## src/pps_pkg.sv

```systemverilog
// ----------------------------------------------------------------------------
// pps_pkg: shared types and codes for the priority scheduler
// Item and result records, the per-item classification and operation codes.
// ----------------------------------------------------------------------------
package pps_pkg;

  // Operation codes carried by the op field
  localparam logic OP_LOAD = 1'b0;
  localparam logic OP_TICK = 1'b1;

  // Configuration register map (word index)
  localparam logic REG_TASK_COUNT = 1'b0;
  localparam int   PADDR_W        = 3;

  // One input beat
  typedef struct packed {
    logic        op;
    logic [3:0]  slot;
    logic [7:0]  task_label;
    logic [15:0] arrival;
    logic [15:0] burst;
    logic [7:0]  priority_req;
  } item_t;

  // Queue entry: the item plus what the front decoded from it
  typedef struct packed {
    item_t item;
    logic  is_tick;
    logic  slot_ok;
  } entry_t;

  // One result beat
  typedef struct packed {
    logic [15:0] tick_time;
    logic        running;
    logic [7:0]  run_label;
    logic        switched;
    logic        finished;
    logic [15:0] turnaround;
    logic [15:0] waiting;
    logic        all_done;
  } result_t;

endpackage

```

## src/pps_ram.sv

```systemverilog
// ----------------------------------------------------------------------------
// pps_ram: generic single-write, single-read RAM
// One write port and one read port with registered read data.
// ----------------------------------------------------------------------------
module pps_ram #(
  parameter int WIDTH = 8,
  parameter int DEPTH = 16
) (
  input  logic                     clk_i,
  input  logic                     we_i,
  input  logic [$clog2(DEPTH)-1:0] waddr_i,
  input  logic [WIDTH-1:0]         wdata_i,
  input  logic [$clog2(DEPTH)-1:0] raddr_i,
  output logic [WIDTH-1:0]         rdata_o
);

  logic [WIDTH-1:0] mem_q [DEPTH];
  logic [WIDTH-1:0] rdata_q;

  // Write port and registered read port
  always_ff @(posedge clk_i) begin
    if (we_i) begin
      mem_q[waddr_i] <= wdata_i;
    end
    rdata_q <= mem_q[raddr_i];
  end

  assign rdata_o = rdata_q;

endmodule

```

## src/pps_front.sv

```systemverilog
// ----------------------------------------------------------------------------
// pps_front: input stage and command queue
// Takes input beats, decodes op and slot range, and holds them in a
// two-entry queue for the scheduling engine.
// ----------------------------------------------------------------------------
module pps_front #(
  parameter int MAX_TASKS = 16
) (
  input  logic           clk_i,
  input  logic           rst_ni,
  input  logic           in_valid_i,
  output logic           in_ready_o,
  input  pps_pkg::item_t in_item_i,
  output logic           q_valid_o,
  output pps_pkg::entry_t q_entry_o,
  input  logic           q_pop_i
);
  import pps_pkg::*;

  entry_t     entry_q [2];
  logic       wr_ptr_q, rd_ptr_q;
  logic [1:0] cnt_q;
  logic       push;
  entry_t     new_entry;

  // Classify the incoming item
  always_comb begin
    new_entry.item    = in_item_i;
    new_entry.is_tick = (in_item_i.op == OP_TICK);
    new_entry.slot_ok = (32'(in_item_i.slot) < MAX_TASKS);
  end

  assign in_ready_o = (cnt_q != 2'd2);
  assign push       = in_valid_i && in_ready_o;
  assign q_valid_o  = (cnt_q != 2'd0);
  assign q_entry_o  = entry_q[rd_ptr_q];

  // Queue storage
  always_ff @(posedge clk_i) begin
    if (push) begin
      entry_q[wr_ptr_q] <= new_entry;
    end
  end

  // Queue pointers and fill level
  always_ff @(posedge clk_i or negedge rst_ni) begin
    if (!rst_ni) begin
      wr_ptr_q <= 1'b0;
      rd_ptr_q <= 1'b0;
      cnt_q    <= 2'd0;
    end else begin
      if (push) begin
        wr_ptr_q <= ~wr_ptr_q;
      end
      if (q_pop_i) begin
        rd_ptr_q <= ~rd_ptr_q;
      end
      case ({push, q_pop_i})
        2'b10:   cnt_q <= cnt_q + 2'd1;
        2'b01:   cnt_q <= cnt_q - 2'd1;
        default: cnt_q <= cnt_q;
      endcase
    end
  end

endmodule

```

## src/pps_engine.sv

```systemverilog
// ----------------------------------------------------------------------------
// pps_engine: task table and scheduling sequencer
// Executes loads into the task RAM, reporting state, and, per tick, scans the active
// slots one per cycle for the best ready task, updates it if found and emits the result.
// ----------------------------------------------------------------------------
module pps_engine #(
  parameter int MAX_TASKS = 16,
  parameter int TIME_BITS = 16
) (
  input  logic             clk_i,
  input  logic             rst_ni,
  input  logic [4:0]       task_count_i,
  input  logic             q_valid_i,
  input  pps_pkg::entry_t  q_entry_i,
  output logic             q_pop_o,
  output logic             res_valid_o,
  input  logic             res_ready_i,
  output pps_pkg::result_t res_o
);
  import pps_pkg::*;

  localparam int IDX_W = $clog2(MAX_TASKS);
  localparam int CNT_W = ($clog2(MAX_TASKS + 1) > 5) ? $clog2(MAX_TASKS + 1) : 5;

  typedef struct packed {
    logic [7:0]           label;
    logic [TIME_BITS-1:0] arrival;
    logic [15:0]          burst;
    logic [15:0]          remain;
    logic [7:0]           prio;
  } rec_t;

  typedef enum logic [1:0] {
    ST_IDLE,
    ST_SCAN,
    ST_UPD
  } state_e;

  state_e               state_q, state_d;
  logic [IDX_W-1:0]     cnt_q, cnt_d;
  logic                 found_q, found_d;
  logic [IDX_W-1:0]     best_idx_q, best_idx_d;
  rec_t                 best_q, best_d;
  logic [TIME_BITS-1:0] time_q, time_d;
  logic                 last_valid_q, last_valid_d;
  logic [IDX_W-1:0]     last_slot_q, last_slot_d;
  logic [4:0]           compl_q, compl_d;
  logic                 res_valid_q, res_valid_d;
  result_t              res_q, res_d;

  logic                 ram_we;
  logic [IDX_W-1:0]     ram_waddr, ram_raddr;
  rec_t                 ram_wdata, ram_rdata;

  logic [CNT_W-1:0]     n_active;
  logic                 out_free;

  // Active slot count, clamped to the table size
  assign n_active = (32'(task_count_i) > MAX_TASKS) ? CNT_W'(MAX_TASKS)
                                                   : CNT_W'(task_count_i);
  assign out_free = !res_valid_q || res_ready_i;

  pps_ram #(
    .WIDTH ($bits(rec_t)),
    .DEPTH (MAX_TASKS)
  ) u_table (
    .clk_i   (clk_i),
    .we_i    (ram_we),
    .waddr_i (ram_waddr),
    .wdata_i (ram_wdata),
    .raddr_i (ram_raddr),
    .rdata_o (ram_rdata)
  );

  // Sequencer next-state logic
  always_comb begin
    rec_t                 load_rec;
    logic                 eligible;
    logic [TIME_BITS-1:0] time_nx;
    logic [15:0]          rem_nx;
    logic [TIME_BITS-1:0] tat;
    logic [31:0]          tat32, burst32;
    logic [4:0]           compl_nx;
    logic                 done_nx;

    state_d      = state_q;
    cnt_d        = cnt_q;
    found_d      = found_q;
    best_idx_d   = best_idx_q;
    best_d       = best_q;
    time_d       = time_q;
    last_valid_d = last_valid_q;
    last_slot_d  = last_slot_q;
    compl_d      = compl_q;
    res_d        = res_q;
    res_valid_d  = res_valid_q && !res_ready_i;
    q_pop_o      = 1'b0;
    ram_we       = 1'b0;
    ram_waddr    = best_idx_q;
    ram_wdata    = best_q;
    ram_raddr    = cnt_q + IDX_W'(1);

    load_rec.label   = q_entry_i.item.task_label;
    load_rec.arrival = TIME_BITS'(q_entry_i.item.arrival);
    load_rec.burst   = q_entry_i.item.burst;
    load_rec.remain  = q_entry_i.item.burst;
    load_rec.prio    = q_entry_i.item.priority_req;

    eligible = (ram_rdata.arrival <= time_q) && (ram_rdata.remain != 16'd0) &&
               (!found_q || (ram_rdata.prio < best_q.prio));

    time_nx  = (time_q != {TIME_BITS{1'b1}}) ? time_q + TIME_BITS'(1) : time_q;
    rem_nx   = best_q.remain - 16'd1;
    tat      = time_nx - best_q.arrival;
    tat32    = 32'(tat);
    burst32  = 32'(best_q.burst);
    compl_nx = compl_q;
    if (found_q && (rem_nx == 16'd0) && (compl_q != 5'd31)) begin
      compl_nx = compl_q + 5'd1;
    end
    done_nx  = (CNT_W'(compl_nx) >= n_active);

    case (state_q)
      ST_IDLE: begin
        if (q_valid_i) begin
          if (q_entry_i.is_tick) begin
            // Start a tick: clear the best pick and begin reading slot 0
            q_pop_o   = 1'b1;
            found_d   = 1'b0;
            cnt_d     = '0;
            ram_raddr = '0;
            state_d   = (n_active == '0) ? ST_UPD : ST_SCAN;
          end else if (out_free) begin
            // Load: write the slot record if the slot is in range, report current state
            q_pop_o   = 1'b1;
            ram_we    = q_entry_i.slot_ok;
            ram_waddr = IDX_W'(q_entry_i.item.slot);
            ram_wdata = load_rec;
            res_d            = '0;
            res_d.tick_time  = 16'(time_q);
            res_d.all_done   = (CNT_W'(compl_q) >= n_active);
            res_valid_d      = 1'b1;
          end
        end
      end

      ST_SCAN: begin
        // Read data belongs to slot cnt_q
        if (eligible) begin
          found_d    = 1'b1;
          best_d     = ram_rdata;
          best_idx_d = cnt_q;
        end
        if ((CNT_W'(cnt_q) + CNT_W'(1)) == n_active) begin
          state_d = ST_UPD;
        end else begin
          cnt_d = cnt_q + IDX_W'(1);
        end
      end

      ST_UPD: begin
        if (out_free) begin
          res_d           = '0;
          res_d.tick_time = 16'(time_q);
          time_d          = time_nx;
          if (found_q) begin
            // Run the picked task for one tick and write it back
            ram_we          = 1'b1;
            ram_waddr       = best_idx_q;
            ram_wdata       = best_q;
            ram_wdata.remain = rem_nx;
            res_d.running   = 1'b1;
            res_d.run_label = best_q.label;
            res_d.switched  = !last_valid_q || (last_slot_q != best_idx_q);
            last_valid_d    = 1'b1;
            last_slot_d     = best_idx_q;
            if (rem_nx == 16'd0) begin
              res_d.finished   = 1'b1;
              res_d.turnaround = tat32[15:0];
              res_d.waiting    = (tat32 >= burst32) ? 16'(tat32 - burst32) : 16'd0;
            end
          end
          compl_d        = compl_nx;
          res_d.all_done = done_nx;
          res_valid_d    = 1'b1;
          state_d        = ST_IDLE;
        end
      end

      default: begin
        state_d = ST_IDLE;
      end
    endcase
  end

  // State and registered outputs
  always_ff @(posedge clk_i or negedge rst_ni) begin
    if (!rst_ni) begin
      state_q      <= ST_IDLE;
      cnt_q        <= '0;
      found_q      <= 1'b0;
      best_idx_q   <= '0;
      best_q       <= '0;
      time_q       <= '0;
      last_valid_q <= 1'b0;
      last_slot_q  <= '0;
      compl_q      <= '0;
      res_valid_q  <= 1'b0;
      res_q        <= '0;
    end else begin
      state_q      <= state_d;
      cnt_q        <= cnt_d;
      found_q      <= found_d;
      best_idx_q   <= best_idx_d;
      best_q       <= best_d;
      time_q       <= time_d;
      last_valid_q <= last_valid_d;
      last_slot_q  <= last_slot_d;
      compl_q      <= compl_d;
      res_valid_q  <= res_valid_d;
      res_q        <= res_d;
    end
  end

  assign res_valid_o = res_valid_q;
  assign res_o       = res_q;

endmodule

```

## src/preemptive_priority_scheduler.sv

```systemverilog
// ----------------------------------------------------------------------------
// preemptive_priority_scheduler: unit-time preemptive priority scheduler
// Loads task slots and, per tick, runs the ready task of best priority,
// reporting switches and completion times.
//
//   Channel   Signals                                    Direction
//   in        in_valid_i/in_ready_o, op_i .. priority_req_i  to block
//   out       out_valid_o/out_ready_i, tick_time_o .. all_done_o  from block
//   cfg       psel/penable/pwrite/paddr/pwdata/prdata/pready  APB slave
//
// A load is handled in the engine's idle state; a tick passes through the idle,
// scan and update states, the scan reading one active slot of the task RAM per cycle.
// A two-entry queue takes input beats while the engine works; the output
// register holds a result until taken and the engine stalls behind it.
// Reset clears time, counters and the last-run slot; the task RAM is not
// cleared and no pass runs after reset.
// ----------------------------------------------------------------------------
module preemptive_priority_scheduler #(
  parameter int MAX_TASKS = 16,
  parameter int TIME_BITS = 16
) (
  input  logic                        clk_i,
  input  logic                        rst_ni,
  // input channel
  input  logic                        in_valid_i,
  output logic                        in_ready_o,
  input  logic                        op_i,
  input  logic [3:0]                  slot_i,
  input  logic [7:0]                  task_label_i,
  input  logic [15:0]                 arrival_i,
  input  logic [15:0]                 burst_i,
  input  logic [7:0]                  priority_req_i,
  // output channel
  output logic                        out_valid_o,
  input  logic                        out_ready_i,
  output logic [15:0]                 tick_time_o,
  output logic                        running_o,
  output logic [7:0]                  run_label_o,
  output logic                        switched_o,
  output logic                        finished_o,
  output logic [15:0]                 turnaround_o,
  output logic [15:0]                 waiting_o,
  output logic                        all_done_o,
  // configuration port
  input  logic                        psel,
  input  logic                        penable,
  input  logic                        pwrite,
  input  logic [pps_pkg::PADDR_W-1:0] paddr,
  input  logic [31:0]                 pwdata,
  output logic [31:0]                 prdata,
  output logic                        pready
);
  import pps_pkg::*;

  logic [4:0] task_count_q;
  item_t      in_item;
  logic       q_valid, q_pop;
  entry_t     q_entry;
  result_t    res;

  // Configuration register
  assign pready = 1'b1;
  always_ff @(posedge clk_i or negedge rst_ni) begin
    if (!rst_ni) begin
      task_count_q <= '0;
    end else if (psel && penable && pwrite && (paddr[2] == REG_TASK_COUNT)) begin
      task_count_q <= pwdata[4:0];
    end
  end
  assign prdata = (paddr[2] == REG_TASK_COUNT) ? {27'd0, task_count_q} : 32'd0;

  // Pack input beat
  always_comb begin
    in_item.op           = op_i;
    in_item.slot         = slot_i;
    in_item.task_label   = task_label_i;
    in_item.arrival      = arrival_i;
    in_item.burst        = burst_i;
    in_item.priority_req = priority_req_i;
  end

  pps_front #(
    .MAX_TASKS (MAX_TASKS)
  ) u_front (
    .clk_i      (clk_i),
    .rst_ni     (rst_ni),
    .in_valid_i (in_valid_i),
    .in_ready_o (in_ready_o),
    .in_item_i  (in_item),
    .q_valid_o  (q_valid),
    .q_entry_o  (q_entry),
    .q_pop_i    (q_pop)
  );

  pps_engine #(
    .MAX_TASKS (MAX_TASKS),
    .TIME_BITS (TIME_BITS)
  ) u_engine (
    .clk_i        (clk_i),
    .rst_ni       (rst_ni),
    .task_count_i (task_count_q),
    .q_valid_i    (q_valid),
    .q_entry_i    (q_entry),
    .q_pop_o      (q_pop),
    .res_valid_o  (out_valid_o),
    .res_ready_i  (out_ready_i),
    .res_o        (res)
  );

  // Unpack result beat
  assign tick_time_o  = res.tick_time;
  assign running_o    = res.running;
  assign run_label_o  = res.run_label;
  assign switched_o   = res.switched;
  assign finished_o   = res.finished;
  assign turnaround_o = res.turnaround;
  assign waiting_o    = res.waiting;
  assign all_done_o   = res.all_done;

endmodule
```

## config.mk

```make
export PLATFORM = sky130hd
export DESIGN_NAME = preemptive_priority_scheduler
export DESIGN_NICKNAME = d
export VERILOG_FILES = /design/src/pps_pkg.sv /design/src/pps_ram.sv /design/src/pps_front.sv /design/src/pps_engine.sv /design/src/preemptive_priority_scheduler.sv
export SDC_FILE = /design/constraint.sdc
export NUM_CORES = 2
export LEC_CHECK = 0
export ABC_CLOCK_PERIOD_IN_PS = 10560
export BUFFER_PORTS_ARGS = -buffer_cell sky130_fd_sc_hd__buf_4
export CORE_MARGIN = 2
export CORE_UTILIZATION = 60
export CTS_BUF_LIST = sky130_fd_sc_hd__clkbuf_4 sky130_fd_sc_hd__clkbuf_8
export CTS_CLUSTER_SIZE = 28
export DETAILED_ROUTE_END_ITERATION = 8
export PLACE_DENSITY = 0.88
export SLEW_MARGIN = 40
export SYNTH_ARGS = -nofsm -noshare
export SYNTH_HDL_FRONTEND = slang
export SYNTH_SLANG_ARGS = --single-unit
```

## constraint.sdc

```tcl
create_clock -name clk_i -period 10.56 [get_ports clk_i]
set_clock_uncertainty 0.05 [all_clocks]
set_input_delay 0.528 -clock clk_i [delete_from_list [all_inputs] [get_ports clk_i]]
set_output_delay 0.528 -clock clk_i [all_outputs]
set_load 0.02 [all_outputs]
```

## Word-level counts from Yosys, hierarchy flattened

Memory sizes are Yosys's and may differ from the RTL's. A register that Yosys moved wholly into a read port is not among the register bits.
Index checks and enable logic that the tools add are counted.

| storage, ports and cells | value |
|---|---|
| register bits after elaboration | 171 |
| bits in latches | 0 |
| memory bits (writable) | 1132 |
| bits in read-only memories | 0 |
| output and inout port bits | 95 |
| logic and storage cells | 152 |
| memories kept | 2 |

Memories:

| name | depth | width | rd ports | clocked after memory_dff | write ports | line | RTL |
|---|---|---|---|---|---|---|---|
| u_engine.u_table.mem_q | 16 | 64 | 1 | 1 | 1 | pps_ram.sv:17 | `logic [WIDTH-1:0] mem_q [DEPTH];` |
| u_front.entry_q | 2 | 54 | 1 | 0 | 1 | pps_front.sv:20 | `entry_t entry_q [2];` |

| operators by class | value |
|---|---|
| add/sub/neg operators | 9 |
| multipliers | 0 |
| div/mod/pow operators | 0 |
| magnitude comparators | 6 |
| eq/ne operators | 17 |
| shift-type cells | 0 |
| mux-type cells | 58 |
| bitwise logic cells | 3 |
| reductions and logical operators | 31 |

Operator list:

| kind | number |
|---|---|
| 60-bit two-way mux | 4 |
| 64-bit two-way mux | 3 |
| 64-bit one-hot mux with 2 select lines | 1 |
| 60-bit one-hot mux with 2 select lines | 1 |
| 24-bit two-way mux | 2 |
| 43-bit two-way mux | 1 |
| 4-bit two-way mux | 10 |
| 33-bit two-way mux | 1 |
| 16-bit two-way mux | 2 |
| 16-bit subtractor | 2 |
| 1-bit two-way mux | 19 |
| 16-bit by 1-bit adder with 16-bit output, second input constant | 1 |
| 16-bit >= comparator | 1 |
| 16-bit <= comparator | 1 |
| 16-bit zero test | 1 |
| 16-bit != test, second input constant | 1 |
| 16-bit nonzero test | 1 |
| 16-bit by 1-bit subtractor with 16-bit output, second input constant | 1 |
| 5-bit two-way mux | 3 |
| 4-bit AND reduction | 3 |
| 5-bit >= comparator | 2 |
| 2-bit two-way mux | 5 |
| 2-bit != test, second input constant | 5 |
| 1-bit logical AND | 9 |
| 26 further kinds | 44 |

## Longest topological paths before layout

| logic depth | value |
|---|---|
| depth in word-level cells | 9 |
| depth in mapped cells | 25 |
| mapped depth without buffers | 22 |

## Modules after synthesis

From an unflattened synthesis, not the netlist that was laid out.

| unflattened totals | value |
|---|---|
| cell total of the unflattened synthesis | 3011 |
| area, all modules | 54693.7 um^2 |

By module, submodules not included:

| module | times used | cells an instance | area an instance (um^2) | seq. area each (um^2) |
|---|---|---|---|---|
| pps_ram | 1 | 1647 | 39581.7 | 32030.7 |
| pps_engine | 1 | 1134 | 10364.9 | 4053.9 |
| pps_front | 1 | 184 | 4280.4 | 3283.1 |
| preemptive_priority_scheduler | 1 | 46 | 466.7 | 125.1 |

## Worst setup path before layout

OpenSTA, ideal clock, no wires.

| path | value |
|---|---|
| path kind | register to register |
| start | register u_engine.time_q[1] |
| end | register u_engine.res_q (netlist bit u_engine.res_o[10]) |
| arrival | 5.556 ns |
| data required time | 10.377 ns |
| setup slack | 4.821 ns |
| cell stages (with the launch flop) | 24 |
| path through | dfrtp_1 ha_1 and3_1 nand4_1 or4_1 clkbuf_1 or4b_2 or2_2 clkbuf_1 xnor2_1 ha_1 a211o_1 o31ai_1 o21ai_0 xor2_1 ha_1 a21oi_1 nor2_1 a211oi_1 nand2_1 o311a_1 o21ai_1 clkbuf_1 o21ai_0 |

| between the ends | value |
|---|---|
| word-level cells in the longest chain between the ends | 9 |

RTL lines:

| element | line | RTL |
|---|---|---|
| start, declared | pps_engine.sv:44 | `logic [TIME_BITS-1:0] time_q, time_d;` |
| start signal, assigned | pps_engine.sv:216 | `time_q <= time_d;` |
| 16-bit by 1-bit adder with 16-bit output or 16-bit != test (tied branches) | pps_engine.sv:112 | `time_nx = (time_q != {TIME_BITS{1'b1}}) ? time_q + TIME_BITS'(1) : time_q;` |
| 16-bit two-way mux (*) | pps_engine.sv:112 |  |
| 16-bit subtractor (*) | pps_engine.sv:114 | `tat = time_nx - best_q.arrival;` |
| 16-bit subtractor or 16-bit >= comparator (tied branches) | pps_engine.sv:180 | `res_d.waiting = (tat32 >= burst32) ? 16'(tat32 - burst32) : 16'd0;` |
| 16-bit two-way mux (*) | pps_engine.sv:180 |  |
| 33-bit two-way mux (*) | pps_engine.sv:177 | `if (rem_nx == 16'd0) begin` |
| 43-bit two-way mux (*) | pps_engine.sv:166 | `if (found_q) begin` |
| 60-bit two-way mux (*) | pps_engine.sv:162 | `if (out_free) begin` |
| 60-bit one-hot mux with 2 select lines (*) | pps_engine.sv:123 | `case (state_q)` |
| end signal, assigned | pps_engine.sv:221 | `res_q <= res_d;` |
| end, declared | pps_engine.sv:49 | `result_t res_q, res_d;` |

Every way passes the cells marked *; elsewhere a longest branch is shown, timed or not. The select of a mux whose other input is x is not followed.
A chain may end at the register's enable or synchronous reset.

## Worst setup path in the final report

| path | value |
|---|---|
| start | register u_engine.time_q[0] |
| end | register u_engine.res_q (netlist bit u_engine.res_o[11]) |

Same word-level chain as after synthesis.

==> run metrics <==
Initial Utilization 60.8%; leading cell types by count after synthesis edfxtp_1 (1130), nand2_1 (277), mux4_2 (193), mux2i_1 (183), dfrtp_1 (171); Final Hold Fails 0; HPWL after detailed placement 76.6 mm; core area 90300 um^2; per-cell routed wire length 30.1 um; Max Root-Sink Buffers 3; total chip power 0.0210 W; antenna viol nets, final 0; max-slew headroom at the worst pin 36.6%; measured slew at the worst slew-check pin 0.950 ns; setup total negative slack 0 ns; delay-heaviest family, CP compound AO/OA/AOI/OAI gates; area share of xor/xnor cells in the synthesized design 1.17%; amount of wire on met3 after detailed routing 20.2 mm; worst IR drop on VDD 0.330 mV; number of standard-cell rows in the floorplan 110; number of warnings reported in the yosys synthesis log 0; cell taking the most area after synthesis edfxtp_1; run status completed; predominant post-synthesis flop cell edfxtp_1; async set-reset flop share out of synthesis 12.5%; number of buffers created by CTS 200; overall fraction of global-route tracks in use 31.3%; Mean Syn Cell Area 17.0 um^2; most used standard cell by instance count after synthesis edfxtp_1; share of post-route cells with drive strength above 1 25.0%; compound-gate portion of the synthesized area 5.98%; max-slew violations 0; CTS H-Tree Depth 4; Bufs and invs on worst path 0; post-placement worst setup slack 3.88 ns; endpoint arrival time on the critical path 7.18 ns; element type at the critical path end flip-flop; setup repair after global routing missed its margin no; number of antenna violations at the first check in global routing 4; number of iterations in the first detailed-routing pass 8; Most common cell on crit path ha_1; hold path cells 3; fraction of synthesized cell area taken by the top area cell type 61.9%; DR top layer met5; GPL Wtd Cong 0.878; metal1 wirelength 49.6 mm; FF+latch count, synth 1365; min-delay worst type in2reg; main combinational cell family by area after synthesis multiplexers; via-per-instance ratio 6.77; final worst-path setup slack 4.05 ns; die area 93900 um^2; post-synthesis sequential area ratio 72.0%; Layout Area Growth over Synthesis 14.7%; Worst Reg-to-Reg Cells 20; vias in the first global route 33593; portion of the clock cycle consumed by the worst path in the final layout 61.6%; fill cell count 5003; die boundary width 306 um; critical path peak fanout 16; leak pwr 22.1 nW; Fmax achieved 154 MHz; Boundary Pins 190; reported max-cap violation count 0; startpoint type of the worst setup path flip-flop; Post-Synthesis Cells 3221; remaining global-route overflow 0; post-synthesis instance area 54900 um^2; Routed met2 length 70.7 mm; adder-cell share of the synthesized area 1.69%; total wire length 148 mm; logic depth of the worst setup path including buffers 20; die height 306 um; CTS tree built; Simple-Gate Fraction of Synth Area 4.06%; top cells by area, synth edfxtp_1 (62%), mux4_2 (7.9%), dfrtp_1 (7.8%); number of enable-type register cells in the synthesized netlist 1130; post-CTS setup buffer count 0; maximum number of pins on one net before global-route repair 136; violation count after the first detailed-routing iteration 5218; Crit-path slowest cell or4b_2; Max stage delay on crit path 0.70 ns; number of distinct library cells after synthesis 76; sink count of the clock tree 1365; power per unit of standard cell area 334 nW/um^2; clock transition at the register clock pins on the worst setup and hold paths after CTS 0.06 ns; Tmin final 6.51 ns; CP Data Required Time 11.24 ns; CP Class reg2reg; global-route wire length before repair 214 mm; PortBufs 132; DRC violation count after routing 0; post-layout net count 3714; Worst-Skew Late Latency 0.92 ns; mux cell area share after synthesis 13.0%; root buf cell clkbuf_8; cells along the critical path ha_1 > and3_1 > nand4_1 > or4_1 > or4b_2 > or2_2 > xnor2_1 > ha_1 > a211o_1 > o31ai_1 > o21ai_0 > xor2_1 > ha_1 > a21oi_1 > nor2_1 > a211oi_1 > nand2_1 > o311a_1 > o21ai_2 > o21ai_0; via total after detailed routing 33214; total setup violations reported at the end of the flow 0
## per-stage QoR
step | hold WS [ns] | instances | cell area [um^2] | utilization (%)
2_1_floorplan | 0.182 | 3247 | 55000 | -
3_3_place_gp | 0.391 | 4443 | 57500 | 63.6
3_5_place_dp | 0.401 | 4457 | 57900 | 64.1
4_1_cts | 0.0807 | 4899 | 62800 | 69.5
5_1_grt | 0.137 | 4904 | 62900 | 69.7
6_report | 0.146 | 4907 | 62900 | 69.7
## flip-flops by register name, summed over array words and instances, names as in the netlist, 4 cells and up
register and flops:
u_engine.best_idx_q 4, u_engine.last_slot_q 4, u_engine.u_table.rdata_o 64, u_engine.time_q 16, u_engine.u_table.mem_q 1024, u_engine.res_o 60, task_count_q 5, u_engine.cnt_q 4
u_front.entry_q 106, u_engine.compl_q 5, u_engine.best_q 64
## cell families (layout without fill, tap and decap cells)
kind of cell	count (synthesis)	after routing
XOR/XNOR	70	70
AND/OR/NAND/NOR	497	497
buffers and inverters	270	749
AO/OA/AOI/OAI	485	485
flip-flops	1365	1365
multiplexers	459	459
other	2	33
adder cells (fa/ha/maj)	73	73
## layout make-up
cell class,instances,area [um^2],share of cell area [%]
repair buffers,295,2730,4.33
inverters,72,270,0.429
flip-flops and latches,1365,39500,62.8
diodes,5,12.5,0.0199
multi-input cells,1612,14600,23.3
clock buffers,314,3720,5.91
clock inverters,68,608,0.966
well taps,1176,1470,2.34
## where the power goes
| group | total (W) | switching [W] | internal, W |
|---|---|---|---|
| Combinational | 0.00835 | 0.00531 | 0.00304 |
| Clock | 0.00456 | 0.00212 | 0.00244 |
| Sequential | 0.00811 | 0.000559 | 0.00755 |
## cell usage in the layout, fill, tap and decap left out, types with 17 or more instances in the layout
| cell type | netlist | routed |
|---|---|---|
| inv_1 | 72 | 72 |
| a221oi_1 | 65 | 64 |
| clkbuf_8 | 0 | 218 |
| nand3_1 | 17 | 17 |
| edfxtp_1 | 1130 | 1130 |
| a211oi_1 | 72 | 72 |
| a22o_1 | 26 | 26 |
| dlygate4sd3_1 | 0 | 60 |
| buf_4 | 28 | 194 |
| xor2_1 | 19 | 18 |
| mux4_2 | 193 | 193 |
| o21ai_0 | 131 | 117 |
| buf_6 | 0 | 21 |
| conb_1 | 2 | 28 |
| nand2_1 | 277 | 276 |
| nor2_1 | 89 | 68 |
| nor2_4 | 0 | 20 |
| clkinv_1 | 0 | 25 |
| xnor2_1 | 49 | 49 |
| a31oi_1 | 66 | 66 |
| a21o_1 | 24 | 24 |
| ha_1 | 71 | 71 |
| clkbuf_4 | 0 | 96 |
| clkinv_2 | 0 | 20 |
| mux2_2 | 81 | 81 |
| a21oi_1 | 39 | 39 |
| dfxtp_1 | 64 | 64 |
| mux2i_1 | 183 | 180 |
| dfrtp_1 | 171 | 169 |
## repair_timing
action,4_1_cts,5_1_grt
hold endpoints to repair,217,0
gates resized for setup,0,0
hold buffers,60,0
## layer usage
layer	vias up	global-route usage [%]
li1	13343	-
met1	16354	39.6
met2	2971	49.7
met3	544	9.34
met4	2	15.6
met5	-	0
## final timing paths
path / from / end / slack (ns)
max: u_engine.time_q[0] / u_engine.res_o[11] / 4.05
min: out_ready_i / u_engine.res_valid_o / 0.15
max reg2reg: u_engine.time_q[0] / u_engine.res_o[11] / 4.05
min reg2reg: u_engine.u_table.rdata_o[38] / u_engine.best_q[38] / 0.41
max in group asynchronous: rst_ni / u_engine.best_q[48] / 9.19
min in group asynchronous: rst_ni / u_engine.state_q[0] / 0.21
## worst register-to-register path: stages (launching register included)
cell and delay (ns):
dfrtp_1 0.51, ha_1 0.31, and3_1 0.16, nand4_1 0.19, or4_1 0.34, or4b_2 0.70, or2_2 0.37, xnor2_1 0.15
ha_1 0.34, a211o_1 0.31, o31ai_1 0.40, o21ai_0 0.17, xor2_1 0.27, ha_1 0.35, a21oi_1 0.22, nor2_1 0.07
a211oi_1 0.29, nand2_1 0.15, o311a_1 0.33, o21ai_2 0.49, o21ai_0 0.20
Note: power is estimated with default switching activity, not from simulation.
